$ cat config.mk
export PLATFORM = sky130hd
export DESIGN_NAME = urdp_seq
export DESIGN_NICKNAME = d
export VERILOG_FILES = /design/src/hw/rtl/urdp_pkg.sv /design/src/hw/rtl/urdp_seq.sv
export SDC_FILE = /design/constraint.sdc
export NUM_CORES = 1
export LEC_CHECK = 0
export ABC_AREA = 1
export BUFFER_PORTS_ARGS = -buffer_cell sky130_fd_sc_hd__buf_4
export CAP_MARGIN = 0
export CORE_MARGIN = 1
export CORE_UTILIZATION = 35
export DETAILED_ROUTE_END_ITERATION = 8
export PLACE_DENSITY = 0.63
export RECOVER_POWER = 25
export SLEW_MARGIN = 20
export SYNTH_ARGS = -nofsm -noshare
export SYNTH_HDL_FRONTEND = slang
export SYNTH_SLANG_ARGS = --single-unit
$ cat constraint.sdc
create_clock -name clk_i -period 5.2 [get_ports clk_i]
set_input_delay 1.04 -clock clk_i [delete_from_list [all_inputs] [get_ports clk_i]]
set_output_delay 1.04 -clock clk_i [all_outputs]
set_load 0.02 [all_outputs]
$ cat src/hw/rtl/urdp_pkg.sv
package urdp_pkg;

  // Default store depth and the fixed widths of the item fields.
  localparam int unsigned POOL_SIZE_DEF = 1024;
  localparam int unsigned CNT_W         = 11;
  localparam int unsigned VAL_W         = 32;
  localparam int unsigned RND_W         = 16;
  localparam int unsigned ACT_W         = 2;
  localparam int unsigned PROD_W        = RND_W + CNT_W;

  // Configuration register indexes.
  localparam logic CFG_RANGE_START = 1'b0;
  localparam logic CFG_RANGE_COUNT = 1'b1;

  // Operations carried with each input word.
  typedef enum logic [ACT_W-1:0] {
    ACT_DRAW    = 2'd0,
    ACT_RESTART = 2'd1,
    ACT_INIT    = 2'd2
  } action_e;

  // One finished result handed from the sequencer to the output register.
  typedef struct packed {
    logic [VAL_W-1:0] drawn_value;
    logic             status;
    logic [CNT_W-1:0] remaining;
    logic             exhausted;
  } result_t;

endpackage

$ cat src/hw/rtl/urdp_seq.sv
module urdp_seq #(
  parameter int unsigned POOL_SIZE = urdp_pkg::POOL_SIZE_DEF,
  parameter int unsigned AW        = $clog2(POOL_SIZE)
) (
  input  logic                        clk_i,
  input  logic                        rst_ni,
  // Item from the input channel.
  input  logic                        item_valid_i,
  output logic                        item_ready_o,
  input  logic [urdp_pkg::ACT_W-1:0]  action_i,
  input  logic [urdp_pkg::RND_W-1:0]  random_value_i,
  // Configuration values.
  input  logic [urdp_pkg::VAL_W-1:0]  range_start_i,
  input  logic [urdp_pkg::CNT_W-1:0]  range_count_i,
  // Store access.
  output logic                        mem_we_o,
  output logic [AW-1:0]               mem_waddr_o,
  output logic [AW-1:0]               mem_wdata_o,
  output logic [AW-1:0]               mem_raddr_a_o,
  output logic [AW-1:0]               mem_raddr_b_o,
  input  logic [AW-1:0]               mem_rdata_a_i,
  input  logic [AW-1:0]               mem_rdata_b_i,
  // Finished result.
  output logic                        res_valid_o,
  input  logic                        res_take_i,
  output urdp_pkg::result_t           res_o
);

  typedef enum logic [2:0] {
    S_FILL,
    S_IDLE,
    S_MUL,
    S_READ,
    S_WRA,
    S_WRB,
    S_DONE
  } state_e;

  state_e                         state_q;
  logic [AW-1:0]                  fill_q;
  logic                           fill_reply_q;
  logic [urdp_pkg::CNT_W-1:0]     unused_q;
  logic [urdp_pkg::RND_W-1:0]     rnd_q;
  logic [AW-1:0]                  pick_q;
  logic [AW-1:0]                  val_q;
  logic [urdp_pkg::VAL_W-1:0]     drawn_q;
  logic                           status_q;

  logic [urdp_pkg::CNT_W-1:0]     restart_count;
  logic [urdp_pkg::PROD_W-1:0]    product;
  logic [AW-1:0]                  last_idx;
  logic                           accept;

  // Restart loads the range count, saturated to the store depth.
  assign restart_count = ({21'd0, range_count_i} > 32'(POOL_SIZE))
                       ? urdp_pkg::CNT_W'(POOL_SIZE) : range_count_i;

  // Single multiplier: pick = (random * unused) >> 16.
  assign product  = urdp_pkg::PROD_W'(rnd_q) * urdp_pkg::PROD_W'(unused_q);
  assign last_idx = AW'(unused_q - urdp_pkg::CNT_W'(1));

  assign item_ready_o = (state_q == S_IDLE);
  assign accept       = item_valid_i && item_ready_o;

  // Store port control: identity fill sweep, then the two swap writes.
  always_comb begin
    mem_we_o      = 1'b0;
    mem_waddr_o   = fill_q;
    mem_wdata_o   = fill_q;
    mem_raddr_a_o = pick_q;
    mem_raddr_b_o = last_idx;
    unique case (state_q)
      S_FILL: begin
        mem_we_o = 1'b1;
      end
      S_WRA: begin
        mem_we_o    = 1'b1;
        mem_waddr_o = pick_q;
        mem_wdata_o = mem_rdata_b_i;
      end
      S_WRB: begin
        mem_we_o    = 1'b1;
        mem_waddr_o = last_idx;
        mem_wdata_o = val_q;
      end
      default: begin
        mem_we_o = 1'b0;
      end
    endcase
  end

  // Sequencer.
  always_ff @(posedge clk_i or negedge rst_ni) begin
    if (!rst_ni) begin
      state_q      <= S_FILL;
      fill_q       <= '0;
      fill_reply_q <= 1'b0;
      unused_q     <= '0;
      rnd_q        <= '0;
      pick_q       <= '0;
      val_q        <= '0;
      drawn_q      <= '0;
      status_q     <= 1'b0;
    end else begin
      unique case (state_q)
        S_FILL: begin
          fill_q <= fill_q + AW'(1);
          if (fill_q == AW'(POOL_SIZE - 1)) begin
            fill_q       <= '0;
            fill_reply_q <= 1'b0;
            state_q      <= fill_reply_q ? S_DONE : S_IDLE;
          end
        end
        S_IDLE: begin
          if (accept) begin
            rnd_q    <= random_value_i;
            drawn_q  <= '0;
            status_q <= 1'b0;
            unique case (urdp_pkg::action_e'(action_i))
              urdp_pkg::ACT_DRAW: begin
                if (unused_q == '0) begin
                  status_q <= 1'b1;
                  state_q  <= S_DONE;
                end else begin
                  state_q <= S_MUL;
                end
              end
              urdp_pkg::ACT_RESTART: begin
                unused_q <= restart_count;
                state_q  <= S_DONE;
              end
              urdp_pkg::ACT_INIT: begin
                unused_q     <= restart_count;
                fill_q       <= '0;
                fill_reply_q <= 1'b1;
                state_q      <= S_FILL;
              end
              default: begin
                state_q <= S_DONE;
              end
            endcase
          end
        end
        S_MUL: begin
          pick_q  <= AW'(product[urdp_pkg::PROD_W-1:urdp_pkg::RND_W]);
          state_q <= S_READ;
        end
        S_READ: begin
          state_q <= S_WRA;
        end
        S_WRA: begin
          val_q   <= mem_rdata_a_i;
          state_q <= S_WRB;
        end
        S_WRB: begin
          drawn_q  <= range_start_i + urdp_pkg::VAL_W'(val_q);
          unused_q <= unused_q - urdp_pkg::CNT_W'(1);
          state_q  <= S_DONE;
        end
        S_DONE: begin
          if (res_take_i) begin
            state_q <= S_IDLE;
          end
        end
        default: begin
          state_q <= S_IDLE;
        end
      endcase
    end
  end

  assign res_valid_o       = (state_q == S_DONE);
  assign res_o.drawn_value = drawn_q;
  assign res_o.status      = status_q;
  assign res_o.remaining   = unused_q;
  assign res_o.exhausted   = (unused_q == '0);

endmodule

==> flow_metrics.py, run 1 <==
metrics = {
    "synthesis": {
        "postSynthAreaPerCell_um2": 7.140,
        "synth_seq_cells": 94,
        "netlist_area_mm2": 0.01144,
        "synth_async_sr_flop_share": 1.000,
        "ys_types": 47,
        "yosys_warnings": 0,
        "synthCells": 1603,
        "synth_edf_count": 0,
        "synth_flop_cell": "dfrtp_1",
        "yosysSeqAreaShare": 0.2055,
        "syn_nets": 1885,
    },
    "layout": {
        "nets": 2035,
        "layout_commonest_cell": "nand2_1",
        "n_antenna_cell": 0,
        "final_cell_mix": "nand2_1, inv_1, buf_4",
        "drive_gt1_frac": 0.1462,
        "synthToLayoutAreaGrowth_pct": 17.78,
    },
    "die": {
        "die-area_mm2": 0.03343,
        "rows": 65,
        "fp.dieW_um": 182.8,
        "dieHeight_um": 182.8,
        "pin_count": 173,
        "initial_utilization": 0.3590,
        "core_mm2": 0.03188,
    },
    "clock_tree": {
        "numCtsBuffers": 9,
        "h-tree-depth": 3,
        "clk_path_buf_depth": 2,
        "clkTransAtPathRegs_ns": 0.07,
        "cts_tree": "yes",
        "cts_sinks": 94,
        "holdBufCountCts": 0,
        "cts_root_buffer": "clkbuf_16",
        "worstSkewPairLatency_ns": 0.37,
    },
    "critical_path": {
        "r2r_slack_ns": 0.24,
        "start_kind": "register",
        "crit_start": "unused_q[9]",
        "critical-path-slowest-cell": "fa_1",
        "path_cells": "clkbuf_4, nand2_1, inv_1, fa_1, fa_1, fa_1, fa_1, inv_1, fa_1, inv_1, ha_1, nand2_1, nor4_2, nand2_1, nand2_1, xnor2_1, o21ai_0",
        "cpMostUsedCell": "fa_1",
        "critPathMaxFanout": 6,
        "crit_arrival_ns": 5.19,
        "cpPeakStageDelay_ns": 0.54,
        "path_class": "reg -> reg",
        "cp_data_required_time_ns": 5.43,
        "path_delay_family": "adder cells",
        "crit_buf_inv": 4,
        "cp-end-kind": "register",
        "r2r-start": "unused_q[9]",
    },
    "route": {
        "wl_per_cell_um": 15.63,
        "wirelength_um": 34270,
        "vias": 10580,
        "first_iter_violations": 605,
        "post-route-drc-count": 0,
        "ant_nets": 0,
        "first_pass_iters": 5,
        "vias_per_cell": 4.826,
    },
    "job": {
        "maxCapViolations": 2,
    },
    "timing": {
        "worst_pin_slew_ns": 3.420,
        "slew_viol_final": 62,
        "finClkSkew_ns": 0.009787,
        "min_period_over_period": 0.9546,
        "setup_ws_ns": 0.2359,
        "post-route-min-period_ns": 4.964,
        "fin_setup_tns_ns": 0,
        "slew_headroom": -1.280,
        "max_clock_freq_ghz": 0.2014,
        "setup_viol": 0,
        "final_hold_viol_count": 0,
    },
    "placed_design": {
        "hpwl_um": 28010,
        "place_worst_setup_slack_ns": 0.1113,
        "port_buffers": 172,
        "gp_congestion": 0.9447,
    },
    "global_route": {
        "grt_start_max_net_pins": 61,
        "grt_pass1_wl_um": 56200,
        "antenna_found_initial": 0,
        "grt_pass1_vias": 10840,
        "grt_overflow": 0,
        "grt_usage": 0.2138,
    },
    "worst_hold_path": {
        "worstHoldPathType": "reg -> reg",
        "min_from": "drawn_q[31]",
    },
    "status": {
        "status": "complete, but fails checks",
        "violations": "capacitance limit, slew limit",
    },
}
-- cell families after synthesis --
| logic type | count (synthesis) | share of synthesized area |
|---|---|---|
| xor gates and xnor gates | 25 | 0.01913 |
| DFF | 94 | 0.2055 |
| adders and majority gates | 197 | 0.2967 |
| buffers and inverters | 375 | 0.1281 |
| and+or+nand+nor | 793 | 0.2901 |
| AOI/OAI and AO/OA | 119 | 0.06035 |
-- cell usage after synthesis, types with 2 or more instances --
cell | number | share of area
nand2_1 | 544 | 0.18
inv_1 | 310 | 0.10
fa_1 | 124 | 0.22
dfrtp_1 | 94 | 0.21
nor2_1 | 93 | 0.031
nand3_1 | 90 | 0.039
ha_1 | 73 | 0.080
a21oi_1 | 40 | 0.017
clkbuf_1 | 36 | 0.012
o21ai_0 | 36 | 0.016
nor3_1 | 16 | 0.0070
nand4_1 | 15 | 0.0082
buf_2 | 13 | 0.0057
xnor2_1 | 13 | 0.0099
xor2_1 | 12 | 0.0092
a21o_1 | 9 | 0.0059
o21ai_1 | 8 | 0.0035
a31oi_1 | 7 | 0.0038
nor4_1 | 7 | 0.0038
nor2_4 | 5 | 0.0049
buf_1 | 4 | 0.0013
buf_4 | 4 | 0.0026
nand3b_1 | 4 | 0.0026
buf_6 | 3 | 0.0030
inv_2 | 3 | 0.00098
nor2_2 | 3 | 0.0016
nor3_2 | 3 | 0.0026
nor3b_1 | 3 | 0.0020
o21a_1 | 3 | 0.0020
a22o_1 | 2 | 0.0015
a22oi_1 | 2 | 0.0013
inv_4 | 2 | 0.0011
nand2_2 | 2 | 0.0011
nand3_2 | 2 | 0.0017
nor2_8 | 2 | 0.0035
o211ai_1 | 2 | 0.0013
o21bai_1 | 2 | 0.0013
o31ai_1 | 2 | 0.0013
or2_2 | 2 | 0.0011
-- final cells by class --
type                       instances  area, um^2
inverter                         315        1186
sequential                        94        2376
clock buffer                      13       240.2
timing repair buffer             199        1490
clock inverter                     3       21.27
tap                              435       544.3
fill                            3328       18400
multi-input combinational       1134        7621
-- layer usage --
| metal | share of wire | track usage | vias up | wire [um] |
|---|---|---|---|---|
| met5 | 0 | 0 | - | 0 |
| met4 | 0.028 | 0.07767 | 0 | 975 |
| met3 | 0.072 | 0.04587 | 54 | 2477 |
| met2 | 0.49 | 0.3747 | 354 | 16640 |
| met1 | 0.41 | 0.2575 | 5031 | 14190 |
| li1 | - | - | 5144 | - |
-- worst reg2reg max path, delay by kind of cell (launching register included) --
kind,cells,cell delay [ns]
AND/OR/NAND/NOR,5,0.79
XOR/XNOR,1,0.16
adder cells (fa/ha/maj),6,2.93
buffers and inverters,4,0.36
AO/OA/AOI/OAI,1,0.12
flip-flops,1,0.48
-- worst paths after layout --
kind | end | cells past startpoint
min | drawn_q[31] | 2
max reg2reg | mem_raddr_a_o[1] | 17
min in group asynchronous | drawn_q[7] | 1
max in group asynchronous | unused_q[8] | 1
min reg2reg | drawn_q[31] | 2
max | mem_raddr_a_o[1] | 17
-- sequential cells by signal, summed over array words and instances, names as in the netlist --
register	cells
val_q	10
state_q	3
rnd_q	16
mem_raddr_a_o	10
drawn_q	32
fill_reply_q	1
unused_q	11
fill_q	10
status_q	1
-- per-stage QoR --
stage	instances	instance area, um^2	hold WS [ns]	utilization
after floorplan	1603	11440	0.4542	-
after global placement	2174	13190	0.4653	0.4138
after detailed placement	2174	13190	0.4665	0.4138
after CTS	2190	13450	0.4895	0.4220
after global routing	2193	13480	0.5132	0.4228
final	2193	13480	0.4855	0.4228
-- repair_timing --
action / 4_1_cts / 5_1_grt
resized for setup: 0 / 24
buffers inserted: 0 / 3
endpoints found under the setup margin: 0 / 10
Power of run 1 is left out: the tool's default activity adds up to more than one toggle a clock period on the data nets, which glitch-free logic cannot reach.
==> run 2, diff against run 1 <==
==> constraint.sdc (replaced) <==
create_clock -name clk_i -period 5.2 [get_ports clk_i]
set_input_delay 0.52 -clock clk_i [delete_from_list [all_inputs] [get_ports clk_i]]
set_output_delay 0.52 -clock clk_i [all_outputs]
set_load 0.02 [all_outputs]
==> run 2 against run 1 <==
Routed wire length grew 0.83%. Largest cell class unchanged. Design area grew 0.13%. Flip-flop and latch count is the same. Worst hold slack lost 0.14 ns. Count of clock-buffer cells in the layout shrank 2. First-iteration DRC count shrank 2.6%. Highest routed layer unchanged. Worst setup slack gained 0.064 ns. Global-route usage grew 0.63 points. Via count grew 0.68%. The flow still finishes with violations (capacitance limit, slew limit).
==> flow_metrics.py, run 2 (synthesis results as in run 1) <==
metrics = {
    "timing": {
        "hold_slack_ns": 0.3483,
        "finClkSkew_ns": 0.01034,
        "fin_setup_tns_ns": 0,
        "slew_headroom": -0.7844,
        "worst_pin_slew_ns": 2.677,
        "max_clock_freq_ghz": 0.2041,
        "slew_viol_final": 47,
        "setup_ws_ns": 0.2999,
        "final_hold_viol_count": 0,
        "setup_viol": 0,
        "min_period_over_period": 0.9423,
        "post-route-min-period_ns": 4.900,
    },
    "global_route": {
        "grt_start_max_net_pins": 50,
        "grt_pass1_wl_um": 58150,
        "grt_pass1_vias": 11280,
        "grt_overflow": 0,
        "antenna_found_initial": 0,
        "grt_usage": 0.2201,
    },
    "layout": {
        "nFillCells": 3406,
        "stdcell_area_mm2": 0.01350,
        "final_cell_mix": "nand2_1, inv_1, buf_4",
        "n_antenna_cell": 0,
        "nets": 2039,
        "layout_commonest_cell": "nand2_1",
        "top_register": "drawn_q",
        "synthToLayoutAreaGrowth_pct": 17.93,
        "reg_top3": "drawn_q (32), rnd_q (16), unused_q (11)",
        "drive_gt1_frac": 0.1380,
        "largest_reg_flops": 32,
    },
    "route": {
        "ant_nets": 0,
        "wl_per_cell_um": 15.74,
        "first_iter_violations": 589,
        "first_pass_iters": 7,
        "wirelength_um": 34560,
        "post-route-drc-count": 0,
        "vias": 10660,
        "vias_per_cell": 4.852,
    },
    "placed_design": {
        "place_worst_setup_slack_ns": 0.09595,
        "port_buffers": 172,
        "dpl_cell_area_mm2": 0.01320,
        "hpwl_um": 28310,
        "gp_congestion": 0.9278,
    },
    "clock_tree": {
        "cts_tree": "yes",
        "numCtsBuffers": 9,
        "holdBufCountCts": 0,
        "cts_sinks": 94,
        "clkTransAtPathRegs_ns": 0.07,
        "h-tree-depth": 3,
        "clk_path_buf_depth": 2,
        "worstSkewPairLatency_ns": 0.37,
        "cts_root_buffer": "clkbuf_16",
    },
    "worst_hold_path": {
        "min_from": "mem_rdata_a_i[5]",
        "worstHoldPathType": "in -> reg",
        "holdPathStages": 3,
        "whs_endpoint": "val_q[5]",
    },
    "critical_path": {
        "r2r_slack_ns": 0.30,
        "reg2reg_to": "mem_raddr_a_o[7]",
        "cp_data_required_time_ns": 5.45,
        "crit_arrival_ns": 5.15,
        "cp-end-kind": "register",
        "r2r_cells": 20,
        "path_class": "reg -> reg",
        "r2r-start": "unused_q[9]",
        "critPathMaxFanout": 5,
        "start_kind": "register",
    },
    "die": {
        "die-area_mm2": 0.03343,
        "rows": 65,
        "fp.dieW_um": 182.8,
        "pin_count": 173,
        "initial_utilization": 0.3590,
        "dieHeight_um": 182.8,
        "core_mm2": 0.03188,
    },
    "status": {
        "status": "complete, but fails checks",
        "violations": "capacitance limit, slew limit",
    },
    "job": {
        "maxCapViolations": 1,
    },
}
-- run 2: worst max path at each step --
stage | depth (start not counted) | slack [ns] | from | to
finish | 20 | 0.30 | unused_q[9] | mem_raddr_a_o[7]
global route | 19 | -0.03 | unused_q[8] | mem_raddr_a_o[5]
CTS | 17 | 0.08 | unused_q[4] | mem_raddr_a_o[9]
detailed placement | 19 | 0.1 | unused_q[4] | mem_raddr_a_o[5]
global placement | 19 | 0.17 | unused_q[7] | mem_raddr_a_o[5]
floorplan | 21 | 0.01 | unused_q[7] | mem_raddr_a_o[5]
-- run 2: per-layer routing --
| layer | wire, um | vias to the layer above | GRT usage | part of all wire |
|---|---|---|---|---|
| met2 | 17420 | 312 | 0.3971 | 0.50 |
| met5 | 0 | - | 0 | 0 |
| met3 | 2020 | 36 | 0.03932 | 0.058 |
| met1 | 14520 | 5152 | 0.2696 | 0.42 |
| met4 | 593 | 0 | 0.05600 | 0.017 |
| li1 | - | 5155 | - | - |
-- run 2: critical path, cell delays in order, from the launching register on --
cell	delay [ns]
dfrtp_2	0.44
clkbuf_4	0.19
nand2_1	0.07
inv_1	0.06
fa_1	0.50
inv_1	0.06
fa_1	0.52
fa_1	0.55
inv_1	0.06
fa_1	0.51
fa_1	0.50
ha_2	0.39
nand2_1	0.11
nor2_1	0.16
nand2_1	0.09
nor4_1	0.18
nand2_1	0.14
nand2_1	0.09
nand2_1	0.05
nand3_1	0.07
nand2_1	0.05
-- run 2: metrics by stage --
| stage | cells | utilization |
|---|---|---|
| after floorplan | 1603 | - |
| after global placement | 2175 | 0.4140 |
| after detailed placement | 2175 | 0.4140 |
| after CTS | 2190 | 0.4236 |
| after global routing | 2196 | 0.4234 |
| final | 2196 | 0.4234 |
-- run 2: layout make-up --
class	count	area, um^2	area share
multi-input cells	1134	7649	0.5667
clock buffers	11	232.7	0.01724
clock inverters	4	72.57	0.005377
inverters	315	1187	0.08798
repair buffers	203	1439	0.1066
flip-flops and latches	94	2372	0.1758
well taps	435	544.3	0.04033
-- run 2: what timing repair did --
action / in CTS / in global routing
setup buffers: 0 / 6
setup endpoints to repair: 0 / 10
resized for setup: 0 / 20
Power of run 2 is left out for the same reason.
